`src/rtl/sau_pkg.sv`:
```
`timescale 1ns / 1ps

package sau_pkg;

  localparam int STACK_DEPTH = 16;
  localparam int CNT_W       = $clog2(STACK_DEPTH + 1);
  localparam int Q_W         = 32;

  typedef enum logic [2:0] {
    CMD_PUSH = 3'd0,
    CMD_PEEK = 3'd1,
    CMD_ADD  = 3'd2,
    CMD_SUB  = 3'd3,
    CMD_MUL  = 3'd4,
    CMD_DIV  = 3'd5
  } cmd_t;

  typedef enum logic [2:0] {
    STS_OK    = 3'd0,
    STS_EMPTY = 3'd1,
    STS_ONE   = 3'd2,
    STS_FULL  = 3'd3,
    STS_DIV0  = 3'd4
  } status_t;

  typedef enum logic [1:0] {
    OP_ADD = 2'd0,
    OP_SUB = 2'd1,
    OP_MUL = 2'd2,
    OP_DIV = 2'd3
  } alu_op_t;

  // Per-cell load select: keep, take from the neighbor above, or from below.
  typedef enum logic [1:0] {
    CELL_HOLD = 2'd0,
    CELL_PREV = 2'd1,
    CELL_NEXT = 2'd2
  } cell_op_t;

  typedef struct packed {
    logic                  start;
    alu_op_t               op;
    logic signed [Q_W-1:0] q;
    logic signed [Q_W-1:0] p;
  } alu_req_t;

  typedef struct packed {
    logic           done;
    logic           div0;
    logic [Q_W-1:0] result;
  } alu_rsp_t;

endpackage

```
`src/rtl/stack_arithmetic_unit.sv`:
```
`timescale 1ns / 1ps
// Channel  Direction  Handshake          Payload
// in       input      in_valid/in_stall  in_command, in_push_value
// out      output     out_valid/out_stall out_status, out_top_value, out_stack_depth
//
// Push, peek and error cases: result registered in the cycle after the transaction.
// Add/sub finish in the sau_alu idle state, multiply passes through MUL and MRND;
// the divide is set by the radix-2 quotient loop in sau_alu (32 steps plus check and round).
// One command in flight; the next is taken once the result register is free.
// Synchronous active-low reset empties the stack; entry contents are not cleared.
// A stalled output holds its result and stalls the input side.

module stack_arithmetic_unit (
  input  logic        clk,
  input  logic        rst_n,
  input  logic        in_valid,
  output logic        in_stall,
  input  logic [2:0]  in_command,
  input  logic signed [31:0] in_push_value,
  output logic        out_valid,
  input  logic        out_stall,
  output logic [2:0]  out_status,
  output logic signed [31:0] out_top_value,
  output logic [4:0]  out_stack_depth
);

  localparam int DEPTH = sau_pkg::STACK_DEPTH;
  localparam int CW    = sau_pkg::CNT_W;

  typedef enum logic [2:0] {
    T_IDLE  = 3'b001,
    T_CALC  = 3'b010,
    T_WRITE = 3'b100
  } top_state_t;

  top_state_t        state_r, state_nxt;
  logic [CW-1:0]     cnt_r, cnt_nxt;
  logic              out_valid_r, out_valid_nxt;
  sau_pkg::status_t  out_status_r, out_status_nxt;
  logic [31:0]       out_top_r, out_top_nxt;
  logic [CW-1:0]     out_depth_r, out_depth_nxt;

  logic [31:0]       cell_val [DEPTH];
  sau_pkg::cell_op_t cell_op  [DEPTH];
  logic [31:0]       top_in;
  logic              push_all;
  logic              pop_write;
  logic              accept;
  logic              out_free;
  logic [31:0]       top_cur;
  sau_pkg::alu_req_t alu_req;
  sau_pkg::alu_rsp_t alu_rsp;

  assign out_free = ~out_valid_r | ~out_stall;
  assign in_stall = (state_r != T_IDLE) | ~out_free;
  assign accept   = in_valid & ~in_stall;
  assign top_cur  = (cnt_r != '0) ? cell_val[0] : 32'd0;

  always_comb begin
    state_nxt      = state_r;
    cnt_nxt        = cnt_r;
    out_valid_nxt  = out_valid_r & out_stall;
    out_status_nxt = out_status_r;
    out_top_nxt    = out_top_r;
    out_depth_nxt  = out_depth_r;
    push_all       = 1'b0;
    pop_write      = 1'b0;
    top_in         = in_push_value;
    alu_req.start  = 1'b0;
    alu_req.op     = sau_pkg::OP_ADD;
    alu_req.q      = cell_val[1];
    alu_req.p      = cell_val[0];

    case (state_r)
      T_IDLE: begin
        if (accept) begin
          out_valid_nxt  = 1'b1;
          out_status_nxt = sau_pkg::STS_OK;
          out_top_nxt    = top_cur;
          out_depth_nxt  = cnt_r;
          case (in_command)
            sau_pkg::CMD_PUSH: begin
              if (cnt_r >= CW'(DEPTH)) begin
                out_status_nxt = sau_pkg::STS_FULL;
              end else begin
                push_all      = 1'b1;
                cnt_nxt       = cnt_r + CW'(1);
                out_top_nxt   = in_push_value;
                out_depth_nxt = cnt_r + CW'(1);
              end
            end
            sau_pkg::CMD_PEEK: begin
              if (cnt_r == '0) out_status_nxt = sau_pkg::STS_EMPTY;
            end
            sau_pkg::CMD_ADD, sau_pkg::CMD_SUB, sau_pkg::CMD_MUL, sau_pkg::CMD_DIV: begin
              case (in_command)
                sau_pkg::CMD_ADD: alu_req.op = sau_pkg::OP_ADD;
                sau_pkg::CMD_SUB: alu_req.op = sau_pkg::OP_SUB;
                sau_pkg::CMD_MUL: alu_req.op = sau_pkg::OP_MUL;
                default:          alu_req.op = sau_pkg::OP_DIV;
              endcase
              if (cnt_r == '0) begin
                out_status_nxt = sau_pkg::STS_EMPTY;
              end else if (cnt_r == CW'(1)) begin
                out_status_nxt = sau_pkg::STS_ONE;
              end else begin
                // result goes out only when the ALU finishes
                out_valid_nxt = 1'b0;
                alu_req.start = 1'b1;
                state_nxt     = T_CALC;
              end
            end
            default: begin
            end
          endcase
        end
      end
      T_CALC: begin
        if (alu_rsp.done) state_nxt = T_WRITE;
      end
      T_WRITE: begin
        if (out_free) begin
          pop_write      = 1'b1;
          top_in         = alu_rsp.result;
          cnt_nxt        = cnt_r - CW'(1);
          out_valid_nxt  = 1'b1;
          out_status_nxt = alu_rsp.div0 ? sau_pkg::STS_DIV0 : sau_pkg::STS_OK;
          out_top_nxt    = alu_rsp.result;
          out_depth_nxt  = cnt_r - CW'(1);
          state_nxt      = T_IDLE;
        end
      end
      default: begin
        state_nxt = T_IDLE;
      end
    endcase
  end

  always_ff @(posedge clk) begin
    if (!rst_n) begin
      state_r     <= T_IDLE;
      cnt_r       <= '0;
      out_valid_r <= 1'b0;
    end else begin
      state_r     <= state_nxt;
      cnt_r       <= cnt_nxt;
      out_valid_r <= out_valid_nxt;
    end
    out_status_r <= out_status_nxt;
    out_top_r    <= out_top_nxt;
    out_depth_r  <= out_depth_nxt;
  end

  // Cell 0 is the top of stack; push shifts down, an arithmetic write shifts up.
  for (genvar i = 0; i < DEPTH; i++) begin : g_cell
    logic [31:0] prev_v;
    logic [31:0] next_v;

    if (i == 0) begin : g_first
      assign prev_v = top_in;
    end else begin : g_mid
      assign prev_v = cell_val[i-1];
    end

    if (i == DEPTH - 1) begin : g_last
      assign next_v = 32'd0;
    end else begin : g_inner
      assign next_v = cell_val[i+1];
    end

    assign cell_op[i] = push_all  ? sau_pkg::CELL_PREV :
                        pop_write ? ((i == 0) ? sau_pkg::CELL_PREV : sau_pkg::CELL_NEXT) :
                                    sau_pkg::CELL_HOLD;

    sau_cell u_cell (
      .clk        (clk),
      .op         (cell_op[i]),
      .prev_value (prev_v),
      .next_value (next_v),
      .value      (cell_val[i])
    );
  end

  sau_alu u_alu (
    .clk   (clk),
    .rst_n (rst_n),
    .req   (alu_req),
    .rsp   (alu_rsp)
  );

  assign out_valid       = out_valid_r;
  assign out_status      = out_status_r;
  assign out_top_value   = out_top_r;
  assign out_stack_depth = 5'(out_depth_r);

  a_cnt_bound: assert property (@(posedge clk) disable iff (!rst_n)
    cnt_r <= CW'(DEPTH))
    else $error("entry count exceeds stack depth");

  a_busy_stall: assert property (@(posedge clk) disable iff (!rst_n)
    (state_r != T_IDLE) |-> in_stall)
    else $error("input not stalled while a command is in progress");

  a_done_in_calc: assert property (@(posedge clk) disable iff (!rst_n)
    alu_rsp.done |-> (state_r == T_CALC))
    else $error("ALU completion outside calc state");

  a_pop_count: assert property (@(posedge clk) disable iff (!rst_n)
    (state_r == T_WRITE && out_free) |=> (cnt_r == $past(cnt_r) - CW'(1)))
    else $error("arithmetic write did not drop one entry");

endmodule

```
`src/rtl/sau_cell.sv`:
```
`timescale 1ns / 1ps

module sau_cell (
  input  logic                           clk,
  input  sau_pkg::cell_op_t              op,
  input  logic [sau_pkg::Q_W-1:0]        prev_value,
  input  logic [sau_pkg::Q_W-1:0]        next_value,
  output logic [sau_pkg::Q_W-1:0]        value
);

  logic [sau_pkg::Q_W-1:0] value_r;
  logic [sau_pkg::Q_W-1:0] value_nxt;

  always_comb begin
    case (op)
      sau_pkg::CELL_PREV: value_nxt = prev_value;
      sau_pkg::CELL_NEXT: value_nxt = next_value;
      default:            value_nxt = value_r;
    endcase
  end

  always_ff @(posedge clk) begin
    value_r <= value_nxt;
  end

  assign value = value_r;

endmodule

```
`src/rtl/sau_alu.sv`:
```
`timescale 1ns / 1ps

module sau_alu (
  input  logic              clk,
  input  logic              rst_n,
  input  sau_pkg::alu_req_t req,
  output sau_pkg::alu_rsp_t rsp
);

  localparam int DIV_STEPS = 32;
  localparam int CW        = $clog2(DIV_STEPS);

  typedef enum logic [5:0] {
    AS_IDLE = 6'b000001,
    AS_MUL  = 6'b000010,
    AS_MRND = 6'b000100,
    AS_DCHK = 6'b001000,
    AS_DIV  = 6'b010000,
    AS_DRND = 6'b100000
  } alu_state_t;

  alu_state_t  state_r, state_nxt;
  logic [31:0] qm_r, qm_nxt;
  logic [31:0] dm_r, dm_nxt;
  logic        neg_r, neg_nxt;
  logic [63:0] prod_r, prod_nxt;
  logic [31:0] rem_r, rem_nxt;
  logic [31:0] num_r, num_nxt;
  logic [31:0] quo_r, quo_nxt;
  logic [CW-1:0] cnt_r, cnt_nxt;
  logic [31:0] res_r, res_nxt;
  logic        done_r, done_nxt;
  logic        div0_r, div0_nxt;

  logic [32:0] sum;
  logic [32:0] diff;
  logic [31:0] q_mag;
  logic [31:0] p_mag;
  logic [63:0] prod_rnd;
  logic [32:0] trial;
  logic        round_up;
  logic [32:0] quo_rnd;

  function automatic logic [31:0] sat33(input logic [32:0] s);
    logic [31:0] r;
    if (s[32] != s[31]) r = s[32] ? 32'h8000_0000 : 32'h7FFF_FFFF;
    else                r = s[31:0];
    return r;
  endfunction

  // Apply sign to an unsigned magnitude and saturate to Q16.16 range.
  function automatic logic [31:0] sat_mag(input logic neg, input logic [47:0] mag);
    logic [31:0] r;
    if (neg) begin
      if (mag >= 48'h0000_8000_0000) r = 32'h8000_0000;
      else                           r = ~mag[31:0] + 32'd1;
    end else begin
      if (mag > 48'h0000_7FFF_FFFF)  r = 32'h7FFF_FFFF;
      else                           r = mag[31:0];
    end
    return r;
  endfunction

  assign sum      = {req.q[31], req.q} + {req.p[31], req.p};
  assign diff     = {req.q[31], req.q} - {req.p[31], req.p};
  assign q_mag    = req.q[31] ? (~req.q + 32'd1) : req.q;
  assign p_mag    = req.p[31] ? (~req.p + 32'd1) : req.p;
  assign prod_rnd = prod_r + 64'h0000_0000_0000_8000;
  assign trial    = {rem_r, num_r[31]};
  assign round_up = ({rem_r, 1'b0} >= {1'b0, dm_r});
  assign quo_rnd  = {1'b0, quo_r} + {32'd0, round_up};

  always_comb begin
    state_nxt = state_r;
    qm_nxt    = qm_r;
    dm_nxt    = dm_r;
    neg_nxt   = neg_r;
    prod_nxt  = prod_r;
    rem_nxt   = rem_r;
    num_nxt   = num_r;
    quo_nxt   = quo_r;
    cnt_nxt   = cnt_r;
    res_nxt   = res_r;
    div0_nxt  = div0_r;
    done_nxt  = 1'b0;

    case (state_r)
      AS_IDLE: begin
        if (req.start) begin
          qm_nxt   = q_mag;
          dm_nxt   = p_mag;
          neg_nxt  = req.q[31] ^ req.p[31];
          div0_nxt = 1'b0;
          case (req.op)
            sau_pkg::OP_ADD: begin
              res_nxt  = sat33(sum);
              done_nxt = 1'b1;
            end
            sau_pkg::OP_SUB: begin
              res_nxt  = sat33(diff);
              done_nxt = 1'b1;
            end
            sau_pkg::OP_MUL: begin
              state_nxt = AS_MUL;
            end
            default: begin
              if (req.p == '0) begin
                res_nxt  = req.q[31] ? 32'h8000_0000 : 32'h7FFF_FFFF;
                div0_nxt = 1'b1;
                done_nxt = 1'b1;
              end else begin
                state_nxt = AS_DCHK;
              end
            end
          endcase
        end
      end
      AS_MUL: begin
        prod_nxt  = 64'(qm_r) * 64'(dm_r);
        state_nxt = AS_MRND;
      end
      AS_MRND: begin
        res_nxt   = sat_mag(neg_r, prod_rnd[63:16]);
        done_nxt  = 1'b1;
        state_nxt = AS_IDLE;
      end
      AS_DCHK: begin
        // Upper 16 quotient bits nonzero: the result saturates outright.
        if ({16'd0, qm_r[31:16]} >= dm_r) begin
          res_nxt   = sat_mag(neg_r, 48'h0001_0000_0000);
          done_nxt  = 1'b1;
          state_nxt = AS_IDLE;
        end else begin
          rem_nxt   = {16'd0, qm_r[31:16]};
          num_nxt   = {qm_r[15:0], 16'd0};
          quo_nxt   = '0;
          cnt_nxt   = '0;
          state_nxt = AS_DIV;
        end
      end
      AS_DIV: begin
        if (trial >= {1'b0, dm_r}) begin
          rem_nxt = 32'(trial - {1'b0, dm_r});
          quo_nxt = {quo_r[30:0], 1'b1};
        end else begin
          rem_nxt = trial[31:0];
          quo_nxt = {quo_r[30:0], 1'b0};
        end
        num_nxt = {num_r[30:0], 1'b0};
        cnt_nxt = cnt_r + CW'(1);
        if (cnt_r == CW'(DIV_STEPS - 1)) state_nxt = AS_DRND;
      end
      AS_DRND: begin
        res_nxt   = sat_mag(neg_r, 48'(quo_rnd));
        done_nxt  = 1'b1;
        state_nxt = AS_IDLE;
      end
      default: begin
        state_nxt = AS_IDLE;
      end
    endcase
  end

  always_ff @(posedge clk) begin
    if (!rst_n) begin
      state_r <= AS_IDLE;
      done_r  <= 1'b0;
    end else begin
      state_r <= state_nxt;
      done_r  <= done_nxt;
    end
    qm_r   <= qm_nxt;
    dm_r   <= dm_nxt;
    neg_r  <= neg_nxt;
    prod_r <= prod_nxt;
    rem_r  <= rem_nxt;
    num_r  <= num_nxt;
    quo_r  <= quo_nxt;
    cnt_r  <= cnt_nxt;
    res_r  <= res_nxt;
    div0_r <= div0_nxt;
  end

  assign rsp.done   = done_r;
  assign rsp.div0   = div0_r;
  assign rsp.result = res_r;

endmodule
```
`config.mk`:
```
export PLATFORM = sky130hd
export DESIGN_NAME = stack_arithmetic_unit
export DESIGN_NICKNAME = d
export VERILOG_FILES = /design/src/rtl/sau_pkg.sv /design/src/rtl/stack_arithmetic_unit.sv /design/src/rtl/sau_cell.sv /design/src/rtl/sau_alu.sv
export SDC_FILE = /design/constraint.sdc
export NUM_CORES = 2
export LEC_CHECK = 0
export BUFFER_PORTS_ARGS = -buffer_cell sky130_fd_sc_hd__clkbuf_2
export CORE_UTILIZATION = 35
export CTS_CLUSTER_SIZE = 40
export DETAILED_ROUTE_END_ITERATION = 8
export HOLD_SLACK_MARGIN = 0.06
export PLACE_DENSITY_LB_ADDON = 0.2
export SYNTH_ARGS = -nofsm -noshare
export SYNTH_HDL_FRONTEND = slang
export SYNTH_SLANG_ARGS = --single-unit
```
`constraint.sdc`:
```
create_clock -name clk -period 38 [get_ports clk]
set_clock_uncertainty 0.05 [all_clocks]
set_input_delay 0 -clock clk [delete_from_list [all_inputs] [get_ports clk]]
set_output_delay 0 -clock clk [all_outputs]
set_load 0.02 [all_outputs]
```
==> impl_metrics.prom <==
# TYPE chip_impl_metric gauge
chip_impl_metric{name="viasPerCell",unit=""} 5.234
chip_impl_metric{name="die_width",unit="um"} 470.4
chip_impl_metric{name="detailedPlacementHpwl",unit="mm"} 165.9
chip_impl_metric{name="path_buf_inv",unit=""} 7
chip_impl_metric{name="cts_htree_levels",unit=""} 3
chip_impl_info{name="r2r-start",value="u_alu.qm_r[16]"} 1
chip_impl_metric{name="total_power",unit="mW"} 3.636
chip_impl_metric{name="maxCapViolCount",unit=""} 0
chip_impl_metric{name="clkLatencyLatePin",unit="ps"} 740
chip_impl_metric{name="floorplan.core_area",unit="um^2"} 217600
chip_impl_info{name="cts-root-buf",value="sky130_fd_sc_hd__clkbuf_16"} 1
chip_impl_metric{name="drc",unit=""} 0
chip_impl_info{name="holdCritStartpoint",value="in_push_value[13]"} 1
chip_impl_metric{name="std_cell_rows",unit=""} 171
chip_impl_metric{name="crit_required",unit="ps"} 38410
chip_impl_metric{name="grt_first_pass_wirelength",unit="mm"} 350.4
chip_impl_metric{name="buffer_ports.inserted",unit=""} 80
chip_impl_metric{name="number_of_antenna_violations_at_the_first_check_in_global_routing",unit=""} 21
chip_impl_metric{name="synth.distinct_cells",unit=""} 86
chip_impl_metric{name="cts_inserted_buffers",unit=""} 92
chip_impl_info{name="synthMostInstantiatedCell",value="sky130_fd_sc_hd__inv_1"} 1
chip_impl_info{name="crit_path_end_kind",value="register"} 1
chip_impl_metric{name="worst_setup_hold_path_clk_slew",unit="ps"} 60
chip_impl_metric{name="area_delta_synth_final",unit="%"} 9.157
chip_impl_metric{name="yosysSeqAreaShare",unit=""} 0.3108
chip_impl_metric{name="critical-path-max-stage-delay",unit="ps"} 560
chip_impl_metric{name="count_of_antenna_violating_nets_left_after_detailed_routing",unit=""} 0
chip_impl_metric{name="synth_enable_flop_cells",unit=""} 784
chip_impl_metric{name="cts_hold_buffers",unit=""} 63
chip_impl_metric{name="vdd.ir_drop.worst",unit="mV"} 0.1220
chip_impl_metric{name="timing.final.hold_violations",unit=""} 0
chip_impl_metric{name="gp_routability_congestion",unit=""} 0.9208
chip_impl_info{name="top_cell_type_by_total_area_after_synthesis",value="sky130_fd_sc_hd__edfxtp_1"} 1
chip_impl_metric{name="cts.repair_timing.setup_buffer_count",unit=""} 0
chip_impl_metric{name="finish.utilization",unit=""} 0.3852
chip_impl_info{name="timing.critical_path.mode_cell",value="sky130_fd_sc_hd__fa_1"} 1
chip_impl_metric{name="cts_resized",unit=""} 0
chip_impl_metric{name="cell_leakage_power",unit="nW"} 35.05
chip_impl_info{name="yosys_most_used_dff",value="sky130_fd_sc_hd__edfxtp_1"} 1
chip_impl_metric{name="post-place-cells",unit=""} 9930
chip_impl_info{name="critPathKind",value="register to register"} 1
chip_impl_metric{name="timing.max_slew.rel_slack",unit=""} 0.05879
chip_impl_metric{name="crit_arrival",unit="ps"} 9230
chip_impl_metric{name="yosys_register_bits",unit=""} 800
chip_impl_metric{name="crit_path_max_fanout",unit=""} 27
chip_impl_metric{name="via_count_of_the_first_global_routing_pass",unit=""} 55380
chip_impl_metric{name="syn_nets",unit=""} 8607
chip_impl_metric{name="non_filler_instance_count_after_layout",unit=""} 10170
chip_impl_info{name="crit_family",value="adder cells"} 1
chip_impl_info{name="cts_tree",value="built"} 1
chip_impl_metric{name="share_of_final_layout_standard_cells_stronger_than_drive_strength_1",unit=""} 0.1151
chip_impl_metric{name="dieArea",unit="um^2"} 221300
chip_impl_metric{name="wl",unit="mm"} 230.1
chip_impl_metric{name="dr.first_iter.drc_count",unit=""} 4111
chip_impl_metric{name="fin_worst_hold_slack",unit="ps"} 111.3
chip_impl_info{name="status",value="finished clean"} 1
chip_impl_info{name="min-delay-path-class",value="primary input to register"} 1
chip_impl_metric{name="period_needed",unit="ps"} 8823
chip_impl_metric{name="cts.path.max_buffers",unit=""} 3
chip_impl_metric{name="initial_core_utilization",unit=""} 0.3529
chip_impl_metric{name="syn-cell-area",unit="um^2"} 76790
chip_impl_metric{name="synthesis.area_per_instance",unit="um^2"} 10.57
chip_impl_info{name="synth.area.top_cells",value="sky130_fd_sc_hd__edfxtp_1 31%, sky130_fd_sc_hd__fa_1 23%, sky130_fd_sc_hd__mux2_2 7.1%, sky130_fd_sc_hd__ha_1 6.6%, sky130_fd_sc_hd__and2_1 5.2%"} 1
chip_impl_metric{name="final-max-slew-violation-count",unit=""} 0
chip_impl_metric{name="wire_per_inst",unit="um"} 22.63
chip_impl_metric{name="pin_count",unit=""} 81
chip_impl_info{name="startpoint",value="u_alu.qm_r[16]"} 1
chip_impl_metric{name="design.final.nets",unit=""} 8572
chip_impl_metric{name="ys_async_sr_fraction",unit=""} 0
chip_impl_info{name="slowest_stage_cell_crit_path",value="sky130_fd_sc_hd__fa_1"} 1
chip_impl_info{name="cp-start-kind",value="register"} 1
chip_impl_metric{name="cts_sinks",unit=""} 800
chip_impl_metric{name="pin_count_of_the_biggest_net_entering_global_routing",unit=""} 189
chip_impl_metric{name="netlist_instances",unit=""} 7268
chip_impl_metric{name="synthDominantCellAreaShare",unit=""} 0.3066
chip_impl_metric{name="min_period_over_period",unit=""} 0.2322
chip_impl_info{name="synth_commonest_cells",value="1049 x sky130_fd_sc_hd__inv_1, 898 x sky130_fd_sc_hd__fa_1, 784 x sky130_fd_sc_hd__edfxtp_1"} 1
chip_impl_metric{name="grt.overflow.total",unit=""} 0
chip_impl_metric{name="chipHeight",unit="um"} 470.4
chip_impl_metric{name="setup_violations",unit=""} 0
chip_impl_info{name="grt_setup_unrepaired",value="no"} 1
chip_impl_metric{name="yosysWarningCount",unit=""} 0
chip_impl_metric{name="worstMarginPinSlew",unit="ps"} 1399
chip_impl_metric{name="power.density",unit="nW/um^2"} 43.38
chip_impl_metric{name="setup_total_negative_slack",unit="ps"} 0
chip_impl_metric{name="drtPass1Iterations",unit=""} 6
chip_impl_metric{name="fmax",unit="MHz"} 113.3
chip_impl_metric{name="via_count",unit=""} 53230
chip_impl_metric{name="nFillCells",unit=""} 21330
chip_impl_metric{name="track_usage",unit=""} 0.2084
[path summary, 6_finish.rpt]
kind | slack [ps] | to | cells after the start
hold / removal | 110 | g_cell[0].u_cell.value[13] | 3
setup reg to reg | 29180 | u_alu.prod_r[62] | 26
setup / recovery | 29180 | u_alu.prod_r[62] | 26
hold reg to reg | 450 | u_alu.num_r[30] | 2
[cells by family (layout without fill, tap and decap cells)]
| group | count (synthesis) | in the layout | synth area share |
|---|---|---|---|
| other | 0 | 6 | 0 |
| XOR/XNOR | 295 | 295 | 0.03365 |
| AND/OR/NAND/NOR | 2096 | 2096 | 0.1400 |
| AO/OA/AOI/OAI | 826 | 826 | 0.06972 |
| buffers and inverters | 1425 | 1466 | 0.06985 |
| multiplexers | 526 | 526 | 0.07642 |
| adder cells (fa/ha/maj) | 1300 | 1300 | 0.2996 |
| flip-flops | 800 | 800 | 0.3108 |
[registers in the layout, indices dropped and copies added, names as in the netlist]
| name | count |
|---|---|
| out_valid | 1 |
| u_alu.prod_r | 49 |
| cnt_r | 5 |
| u_alu.qm_r | 32 |
| u_alu.state_r | 6 |
| u_alu.done_r | 1 |
| u_alu.dm_r | 32 |
| u_alu.div0_r | 1 |
| out_top_value | 32 |
| u_alu.cnt_r | 5 |
| u_alu.rem_r | 32 |
| out_status | 3 |
| out_stack_depth | 5 |
| u_alu.num_r | 16 |
| state_r | 3 |
| g_cell.u_cell.value | 512 |
| u_alu.quo_r | 32 |
| u_alu.neg_r | 1 |
| u_alu.res_r | 32 |
[metal layers]
metal / track usage / up-vias / wire length [um]
met4: 0.07134 / 4 / 7977
met1: 0.2891 / 27330 / 102600
met5: 0 / - / 31
met2: 0.3336 / 1581 / 106600
met3: 0.02742 / 331 / 12900
li1: - / 23980 / -
[report_power, final]
part           switching [mW]  total, mW  internal [mW]  leakage [nW]
clock network           0.393      0.879          0.486          1.43
registers              0.0108       1.06           1.04          7.15
logic                    1.14       1.70          0.567          26.5
total                    1.54       3.64           2.10          35.0
[through the flow]
step	setup slack [ps]	instance area [um^2]
floorplan	24840	76790
global placement	29290	80210
detailed placement	29250	80210
CTS	29200	83800
global route	28680	83810
finish	29180	83820
[area by class of cell]
cell class                      instances  area, um^2  share of cell area
Multi-Input combinational cell       5043       47640              0.5683
Sequential cell                       800       23860              0.2847
Clock inverter                         58       590.6            0.007046
Timing Repair Buffer                  245        1822             0.02173
Inverter                             1051        3945             0.04707
Tap cell                             2854        3571             0.04260
Antenna cell                            6       15.01           0.0001791
Clock buffer                          112        2377             0.02836
[placed cells by master, fill, tap and decap left out, drive strengths merged, types with 13 or more instances in the layout]
master       instances
nor4                37
nand4               67
o21ai              199
buf                102
clkinv              51
xnor2              223
nand3b              13
clkbuf             192
a221oi              51
nand2              674
and3                52
nor2b               27
o21bai              34
o41ai               13
and4                18
mux2               482
edfxtp             784
nor3                86
and2               641
nand2b              37
ha                 402
inv               1051
mux2i               44
a31oi               39
xor2                72
fa                 898
a21oi              212
or3                 22
nand3               83
o31ai               29
a21boi              18
a21o                66
o21a                26
o211ai              20
dfxtp               16
dlygate4sd3         63
nor2               285
[worst register-to-register path, delay by kind of cell, from the launching register on]
kind / cells / cell delay (ps)
fa+ha+maj: 9 / 4480
simple gates: 4 / 1000
xor+xnor: 1 / 80
compound gates: 5 / 1460
buf+inv: 7 / 1000
flops: 1 / 510
Note: power is estimated with default switching activity, not from simulation.
